--- src/rtl/wto_pkg.sv ---
// ----------------------------------------------------------------------------
// wto_pkg
// Shared types and constants for the two-wheel tab odometer.
// ----------------------------------------------------------------------------
package wto_pkg;

  // bridge drive codes
  typedef enum logic [1:0] {
    MODE_STANDBY  = 2'd0,
    MODE_FORWARD  = 2'd1,
    MODE_BACKWARD = 2'd2
  } mode_e;

  // item kinds
  localparam logic KIND_TICK  = 1'b0;
  localparam logic KIND_START = 1'b1;

  // debounce threshold after reset
  localparam logic [7:0] DEBOUNCE_RESET = 8'd10;

  // per-wheel status handed from the wheel unit to the result stage
  typedef struct packed {
    mode_e mode;
    logic  on_tab;
    logic  counted;
  } wheel_stat_t;

endpackage

--- src/rtl/wheel_tab_odometer_stop.sv ---
// ----------------------------------------------------------------------------
// wheel_tab_odometer_stop
// Two-wheel tab odometer: start loads counts and directions, ticks debounce
// the comparators, count tabs and put finished wheels in standby.
// ----------------------------------------------------------------------------
// stages: input register, then result register; the wheel state is updated as
//   the result loads; one item per cycle, limited by the single result register
//   and stalled while out_ready_i holds back a valid result
// reset: wheels in standby with zero counts and clear filters, debounce
//   threshold 10, both pipeline stages empty; no clearing pass
module wheel_tab_odometer_stop import wto_pkg::*; #(
  parameter int COUNT_WIDTH = 16
) (
  input  logic        clk_i,
  input  logic        rst_ni,
  // configuration
  input  logic        cfg_valid_i,
  output logic        cfg_ready_o,
  input  logic [7:0]  cfg_data_i,
  // input items
  input  logic        in_valid_i,
  output logic        in_ready_o,
  input  logic        kind_i,
  input  logic        left_tab_i,
  input  logic        right_tab_i,
  input  logic [15:0] tab_count_i,
  input  logic        left_reverse_i,
  input  logic        right_reverse_i,
  // result items
  output logic        out_valid_o,
  input  logic        out_ready_i,
  output logic [1:0]  left_drive_o,
  output logic [1:0]  right_drive_o,
  output logic [15:0] left_remaining_o,
  output logic [15:0] right_remaining_o,
  output logic        left_on_tab_o,
  output logic        right_on_tab_o,
  output logic        left_counted_o,
  output logic        right_counted_o,
  output logic        busy_res_o
);

  logic [7:0]             debounce_q;
  logic                   s1_valid_q;
  logic                   s1_kind_q, s1_ltab_q, s1_rtab_q, s1_lrev_q, s1_rrev_q;
  logic [COUNT_WIDTH-1:0] s1_cnt_q;
  logic [31:0]            cnt_wide;
  logic                   in_fire, res_load;
  logic                   busy, start, tick;
  logic [COUNT_WIDTH-1:0] l_tabs, r_tabs;
  logic [31:0]            l_rem_wide, r_rem_wide;
  wheel_stat_t            l_stat, r_stat;
  mode_e                  l_mode, r_mode;

  // config register, always writable
  assign cfg_ready_o = 1'b1;

  always_ff @(posedge clk_i or negedge rst_ni) begin
    if (!rst_ni) begin
      debounce_q <= DEBOUNCE_RESET;
    end else if (cfg_valid_i && cfg_ready_o) begin
      debounce_q <= cfg_data_i;
    end
  end

  // pipeline handshake
  assign res_load   = s1_valid_q && (!out_valid_o || out_ready_i);
  assign in_ready_o = !s1_valid_q || !out_valid_o || out_ready_i;
  assign in_fire    = in_valid_i && in_ready_o;

  // input register
  assign cnt_wide = 32'(tab_count_i);

  always_ff @(posedge clk_i or negedge rst_ni) begin
    if (!rst_ni) begin
      s1_valid_q <= 1'b0;
    end else if (in_fire) begin
      s1_valid_q <= 1'b1;
    end else if (res_load) begin
      s1_valid_q <= 1'b0;
    end
  end

  always_ff @(posedge clk_i) begin
    if (in_fire) begin
      s1_kind_q <= kind_i;
      s1_ltab_q <= left_tab_i;
      s1_rtab_q <= right_tab_i;
      s1_cnt_q  <= cnt_wide[COUNT_WIDTH-1:0];
      s1_lrev_q <= left_reverse_i;
      s1_rrev_q <= right_reverse_i;
    end
  end

  // item decode against current wheel state
  assign busy  = (l_mode != MODE_STANDBY) || (r_mode != MODE_STANDBY);
  assign start = s1_kind_q == KIND_START;
  assign tick  = (s1_kind_q == KIND_TICK) && busy;

  wto_wheel #(.COUNT_WIDTH(COUNT_WIDTH)) u_left (
    .clk_i     (clk_i),
    .rst_ni    (rst_ni),
    .load_i    (res_load),
    .start_i   (start),
    .tick_i    (tick),
    .level_i   (s1_ltab_q),
    .count_i   (s1_cnt_q),
    .reverse_i (s1_lrev_q),
    .thresh_i  (debounce_q),
    .tabs_o    (l_tabs),
    .stat_o    (l_stat),
    .mode_o    (l_mode)
  );

  wto_wheel #(.COUNT_WIDTH(COUNT_WIDTH)) u_right (
    .clk_i     (clk_i),
    .rst_ni    (rst_ni),
    .load_i    (res_load),
    .start_i   (start),
    .tick_i    (tick),
    .level_i   (s1_rtab_q),
    .count_i   (s1_cnt_q),
    .reverse_i (s1_rrev_q),
    .thresh_i  (debounce_q),
    .tabs_o    (r_tabs),
    .stat_o    (r_stat),
    .mode_o    (r_mode)
  );

  assign l_rem_wide = 32'(l_tabs);
  assign r_rem_wide = 32'(r_tabs);

  // result register
  always_ff @(posedge clk_i or negedge rst_ni) begin
    if (!rst_ni) begin
      out_valid_o <= 1'b0;
    end else if (res_load) begin
      out_valid_o <= 1'b1;
    end else if (out_ready_i) begin
      out_valid_o <= 1'b0;
    end
  end

  always_ff @(posedge clk_i) begin
    if (res_load) begin
      left_drive_o      <= l_stat.mode;
      right_drive_o     <= r_stat.mode;
      left_remaining_o  <= l_rem_wide[15:0];
      right_remaining_o <= r_rem_wide[15:0];
      left_on_tab_o     <= l_stat.on_tab;
      right_on_tab_o    <= r_stat.on_tab;
      left_counted_o    <= l_stat.counted;
      right_counted_o   <= r_stat.counted;
      busy_res_o        <= (l_stat.mode != MODE_STANDBY) || (r_stat.mode != MODE_STANDBY);
    end
  end

  // checks
  a_left_count_on_tab: assert property (@(posedge clk_i) disable iff (!rst_ni)
    out_valid_o && left_counted_o |-> left_on_tab_o)
    else $error("left tab counted while not on tab");

  a_right_count_on_tab: assert property (@(posedge clk_i) disable iff (!rst_ni)
    out_valid_o && right_counted_o |-> right_on_tab_o)
    else $error("right tab counted while not on tab");

  a_busy_matches_drive: assert property (@(posedge clk_i) disable iff (!rst_ni)
    out_valid_o |-> busy_res_o == ((left_drive_o != MODE_STANDBY) ||
                                   (right_drive_o != MODE_STANDBY)))
    else $error("busy flag disagrees with drive modes");

  a_stall_only_when_full: assert property (@(posedge clk_i) disable iff (!rst_ni)
    !in_ready_o |-> out_valid_o && s1_valid_q && !out_ready_i)
    else $error("input stalled without a blocked result");

endmodule

--- src/rtl/wto_wheel.sv ---
// ----------------------------------------------------------------------------
// wto_wheel
// One wheel: debounce filter, tab state, remaining count and drive mode.
// Next values are computed combinationally and committed on load_i.
// ----------------------------------------------------------------------------
module wto_wheel import wto_pkg::*; #(
  parameter int COUNT_WIDTH = 16
) (
  input  logic                   clk_i,
  input  logic                   rst_ni,
  input  logic                   load_i,
  input  logic                   start_i,
  input  logic                   tick_i,
  input  logic                   level_i,
  input  logic [COUNT_WIDTH-1:0] count_i,
  input  logic                   reverse_i,
  input  logic [7:0]             thresh_i,
  output logic [COUNT_WIDTH-1:0] tabs_o,
  output wheel_stat_t            stat_o,
  output mode_e                  mode_o
);

  logic                   tab_state_q, tab_state_d;
  logic [7:0]             filt_q, filt_d;
  logic [COUNT_WIDTH-1:0] tabs_q, tabs_d;
  mode_e                  mode_q, mode_d;
  logic                   counted;
  logic [8:0]             filt_inc;

  assign filt_inc = {1'b0, filt_q} + 9'd1;

  // start, debounce and count update
  always_comb begin
    tab_state_d = tab_state_q;
    filt_d      = filt_q;
    tabs_d      = tabs_q;
    mode_d      = mode_q;
    counted     = 1'b0;
    if (start_i) begin
      tabs_d      = count_i;
      mode_d      = reverse_i ? MODE_BACKWARD : MODE_FORWARD;
      filt_d      = '0;
      tab_state_d = level_i;
    end else if (tick_i) begin
      if (level_i == tab_state_q) begin
        filt_d = '0;
      end else if (filt_inc >= {1'b0, thresh_i}) begin
        filt_d      = '0;
        tab_state_d = level_i;
        if (level_i && (tabs_q != '0)) begin
          tabs_d  = tabs_q - COUNT_WIDTH'(1);
          counted = 1'b1;
        end
      end else begin
        filt_d = filt_inc[7:0];
      end
      // wheel stops once its count is used up
      if (tabs_d == '0) begin
        mode_d = MODE_STANDBY;
      end
    end
  end

  // wheel state
  always_ff @(posedge clk_i or negedge rst_ni) begin
    if (!rst_ni) begin
      tab_state_q <= 1'b0;
      filt_q      <= '0;
      tabs_q      <= '0;
      mode_q      <= MODE_STANDBY;
    end else if (load_i) begin
      tab_state_q <= tab_state_d;
      filt_q      <= filt_d;
      tabs_q      <= tabs_d;
      mode_q      <= mode_d;
    end
  end

  assign tabs_o         = tabs_d;
  assign stat_o.mode    = mode_d;
  assign stat_o.on_tab  = tab_state_d;
  assign stat_o.counted = counted;
  assign mode_o         = mode_q;

endmodule

--- config.mk ---
export PLATFORM = sky130hd
export DESIGN_NAME = wheel_tab_odometer_stop
export DESIGN_NICKNAME = d
export VERILOG_FILES = /design/src/rtl/wto_pkg.sv /design/src/rtl/wheel_tab_odometer_stop.sv /design/src/rtl/wto_wheel.sv
export SDC_FILE = /design/constraint.sdc
export NUM_CORES = 1
export LEC_CHECK = 0
export BUFFER_PORTS_ARGS = -buffer_cell sky130_fd_sc_hd__buf_2
export CAP_MARGIN = 20
export CORE_MARGIN = 2
export CORE_UTILIZATION = 30
export CTS_BUF_LIST = sky130_fd_sc_hd__clkbuf_4 sky130_fd_sc_hd__clkbuf_8
export CTS_CLUSTER_DIAMETER = 60
export DETAILED_ROUTE_END_ITERATION = 8
export GPL_ROUTABILITY_DRIVEN = 0
export SYNTH_ARGS = -nofsm -noshare
export SYNTH_HDL_FRONTEND = slang
export SYNTH_SLANG_ARGS = --single-unit
--- constraint.sdc ---
create_clock -name clk_i -period 8.2 [get_ports clk_i]
set_input_delay 2.05 -clock clk_i [delete_from_list [all_inputs] [get_ports clk_i]]
set_output_delay 2.05 -clock clk_i [all_outputs]
set_load 0.02 [all_outputs]
== Word-level counts from Yosys, hierarchy flattened ==
Index checks and enable logic that the tools add are counted.

* Word-level logic and storage cells: 108
* Output and inout bits: 44
* Flip-flop bits (word level): 126
* Input bits: 34

* Bitwise logic cells: 4
* Equal/unequal tests: 2
* Multiplexer cells: 44
* Reduce and logical (&&, ||, !) cells: 26
* $add $sub $neg: 4
* $lt $le $gt $ge: 2

{| class="wikitable"
|+ Operators by type and width
! cell !! count
|-
| $mux W16 || 14
|-
| $mux W8 || 8
|-
| $logic_not A16 Y1 || 2
|-
| $reduce_bool A16 Y1 || 2
|-
| $sub A16 B1 Y16 const B || 2
|-
| $add A8 B1 Y9 const B || 2
|-
| $ge A9 B8 Y1 || 2
|-
| $mux W2 || 8
|-
| $mux W1 || 14
|-
| $reduce_bool A2 Y1 || 7
|-
| $reduce_or A4 Y1 || 2
|-
| $logic_and A1 B1 Y1 || 5
|-
| $logic_or A1 B1 Y1 || 5
|-
| $not A1 Y1 || 4
|-
| $eq A1 B1 Y1 || 2
|-
| $logic_not A1 Y1 || 2
|-
| $reduce_and A2 Y1 || 1
|}

== Logic depth before layout (Yosys ltp) ==
* Depth in word-level cells: 13
* Mapped depth: 14
* Depth with buffers taken out: 13

== Hierarchy ==
From an unflattened synthesis, not the netlist that was laid out.

* Cell total of the unflattened synthesis: 754
* Area, all modules: 7516.0 µm²

{| class="wikitable"
|+ Modules (own cells, without submodules)
! module !! seq. area each (µm²) !! cells an instance !! area each (µm²) !! times used
|-
| wto_wheel at u_left || 675.6 || 339 || 2670.1 || 1
|-
| wto_wheel at u_right || 675.6 || 323 || 2568.7 || 1
|-
| wheel_tab_odometer_stop || 2114.5 || 92 || 2277.2 || 1
|}

== Worst setup path before layout ==
No wires, ideal clock.

* Path kind: in2out
* Start: input out_ready_i
* End: output in_ready_o
* Setup slack: 3.822 ns
* Arrival time: 2.328 ns
* Buffers on the path: 0
* Required time: 6.150 ns
* Cell stages on the path: 1
* Cell sequence: nand3b_1

* Word-level cells in the longest chain between the ends: 1

{| class="wikitable"
|+ Ends and longest elaborated chain
! item !! RTL line !! source
|-
| start, declared || wheel_tab_odometer_stop.sv:31 || <nowiki>input logic out_ready_i,</nowiki>
|-
| $logic_or A1 B1 Y1 || wheel_tab_odometer_stop.sv:68 || <nowiki>assign in_ready_o = !s1_valid_q || !out_valid_o || out_ready_i;</nowiki>
|-
| end, declared || wheel_tab_odometer_stop.sv:22 || <nowiki>output logic in_ready_o,</nowiki>
|}

Every way passes these cells.

== Final worst setup path ==
Same ends and word-level chain as after synthesis.

==> out/results.ini <==
[run_status]
outcome = complete, no violations

[timing]
final-setup-viol-count = 0
worst_pin_slew_ps = 910
period_needed_ps = 4550
hold_viol = 0
final_critical_path_setup_slack_ps = 3650
fin_skew_ps = 11.8
final-max-slew-violation-count = 0
grt_setup_unrepaired = no
min_period_over_period_pct = 55.5
maxSlewHeadroom_pct = 38.8
totalNegativeSetupSlack_ps = 0
max_freq_mhz = 220

[setup_path]
start_kind = primary input
path_common_cell = buf_2
cp.depth = 3
crit_chain = buf_2 > nand3b_1 > buf_2
reg2reg_depth = 13
crit_buf_inv = 2
critPathMaxFanout = 3
path_class = primary input to output port
crit_slowest_cell = buf_2
critical-path-top-delay-family = buffers and inverters
slowest_delay_ps = 180
required_ps = 6150
endpoint_kind = output port
ff2ff_setup_slack_ps = 4300
cp.arrival_ps = 2500

[drt]
vias = 5490
drt_iter0_drc = 508
dr.pass1.iters = 5
drt-wirelength-per-cell_um = 16.5
ant_nets = 0
drt_wl_total_mm = 17.9
via_per_inst = 5.06
drc = 0

[synth]
yosysUniqueCellTypes = 71
synth_seq_cells = 126
synth_top_cell_by_area = edfxtp_1
synth-main-ff-cell = edfxtp_1
ys_warn_count = 0
synth_area_per_cell_sq_um = 9.98
synthTopCellsByArea = edfxtp_1, dfrtp_1, o21ai_0
yosys.area.top_type_share_pct = 26.6
synth_edf_count = 62
async_flop_share_pct = 50.8
synth_cells = 700
yosysSeqAreaShare_pct = 49.6
syn_area_sq_um = 6990
syn_nets = 754

[finish]
area_delta_synth_final_pct = 16.0
final_common_cell = buf_2
final_cell_mix = buf_2, nand2_1, o21ai_0
regArea_sq_um = 3470
multi_input_area_sq_um = 3270
final_nets = 813
final_core_util_pct = 35.6
nFillCells = 2289
diodes = 0
drive_above_1_share_pct = 20.1

[floorplanning]
dieHeight_um = 157
die_x_um = 157
core_area_sq_um = 22800
start_util_pct = 30.7
die_area_sq_um = 24500
ios = 78
rows = 55

[placement]
dp_hpwl_mm = 12.4
dp_slack_ps = 3490
numPortBuffers = 76

[power_and_ir_drop]
p_leak_nw = 3.23
p_comb_share_pct = 20.3
netSwitchingPower_mw = 0.588
switching_share_pct = 31.9
peakVddDrop_mv = 0.0908
seqPwrFrac_pct = 46.8
power_density_nw_per_um2 = 227
pwr-share-clk_pct = 32.9
p_int_mw = 1.25

[clock_tree]
cts.path.max_buffers = 2
root_buffer = clkbuf_8
postCtsSetupRepairBufs = 0
ctsHoldBuffers = 0
clk_pin_slew_ps = 80
cts_sinks = 126
cts_max_level = 4
insertion_delay_ps = 440
cts_tree = done
post_cts_resized = 0
cts_buffers = 17

[grt]
grt_max_degree = 65
grt-ovfl-total = 0
grt_pass1_wl_mm = 28.7
grt_pass1_vias = 5375
grt_usage_pct = 15.2
antenna_found_initial = 1

[worst_hold_path]
holdCritPathClass = flip-flop to flip-flop
holdPathStages = 1

[job]
max_cap_violations = 0

[cell type report]
class                      count  share of cell area (%)
sequential                   126                    42.8
multi-input combinational    510                    40.3
timing repair buffer          86                    5.87
tap                          313                    4.83
clock buffer                  18                    3.06
clock inverter                14                    2.35
inverter                      18                   0.834
[metal layers]
layer  track usage (%)  up-vias  routed length, um
li1                  -     2692                  -
met1              20.6     2646               8280
met2              24.2      131               8440
met3              3.52       19                872
met4              5.07        2                265
met5                 0        -                 13
[power groups by stage]
| stage | Combinational, mW | Sequential (mW) | Clock (mW) |
|---|---|---|---|
| after floorplan | 0.282 | 0.846 | 0 |
| after global placement | 0.368 | 0.873 | 0 |
| after detailed placement | 0.374 | 0.874 | 0 |
| after CTS | 0.375 | 0.862 | 0.618 |
| after global routing | 0.420 | 0.876 | 0.647 |
| final | 0.374 | 0.863 | 0.605 |
[cell families (layout without fill, tap and decap cells)]
kind of cell               after synthesis  after routing  share of synthesized area, %
DFF                                    126            126                          49.6
and+or+nand+nor                        237            237                          17.1
buffers and inverters                   64            136                          3.69
other                                    1              1                        0.0537
adders and majority gates               20             20                          3.58
AOI/OAI and AO/OA                      184            184                          16.7
muxes                                   24             24                          3.85
xor gates and xnor gates                44             44                          5.51
[cell usage after synthesis (6+ instances only)]
| cell | count |
|---|---|
| nor3_1 | 21 |
| nand2b_1 | 17 |
| a21oi_1 | 43 |
| clkbuf_1 | 39 |
| o22ai_1 | 15 |
| or3_1 | 11 |
| nor2_1 | 47 |
| ha_1 | 20 |
| nand2_1 | 71 |
| edfxtp_1 | 62 |
| xnor2_1 | 22 |
| and3_1 | 6 |
| nor4_1 | 11 |
| inv_1 | 16 |
| dfrtp_1 | 62 |
| a22oi_1 | 10 |
| mux2_2 | 19 |
| nand3_1 | 20 |
| nand4_1 | 6 |
| o21ai_0 | 64 |
| xor2_1 | 22 |
[final timing paths]
kind | start | end
setup / recovery | out_ready_i | in_ready_o
hold / removal | s1_valid_q$_DFFE_PN0P_ | out_valid_o$_DFFE_PN0P_
setup reg to reg | u_left.filt_q[0]$_DFFE_PN0P_ | left_remaining_o[12]$_DFFE_PP_
hold reg to reg | s1_valid_q$_DFFE_PN0P_ | out_valid_o$_DFFE_PN0P_
max in group asynchronous | rst_ni | u_right.tabs_q[3]$_DFFE_PN0P_
min in group asynchronous | rst_ni | u_left.filt_q[2]$_DFFE_PN0P_
[stage by stage]
step,instance area [sq um],hold slack [ps],total power [mW],instances
global placement,7640,485,1.24,1052
finish,8100,502,1.84,1085
CTS,8080,505,1.85,1084
detailed placement,7640,497,1.25,1052
global route,8100,536,1.94,1085
floorplan,6990,457,1.13,700
[flip-flops by register name, indices dropped and copies added (netlist names), 2 cells and up]
name	count
u_left.mode_o	2
u_right.tabs_q	16
s1_cnt_q	16
u_right.mode_o	2
left_drive_o	2
debounce_q	8
left_remaining_o	16
u_left.filt_q	8
right_remaining_o	16
u_right.filt_q	8
right_drive_o	2
u_left.tabs_q	16
Power figures use the tool's default switching activity.
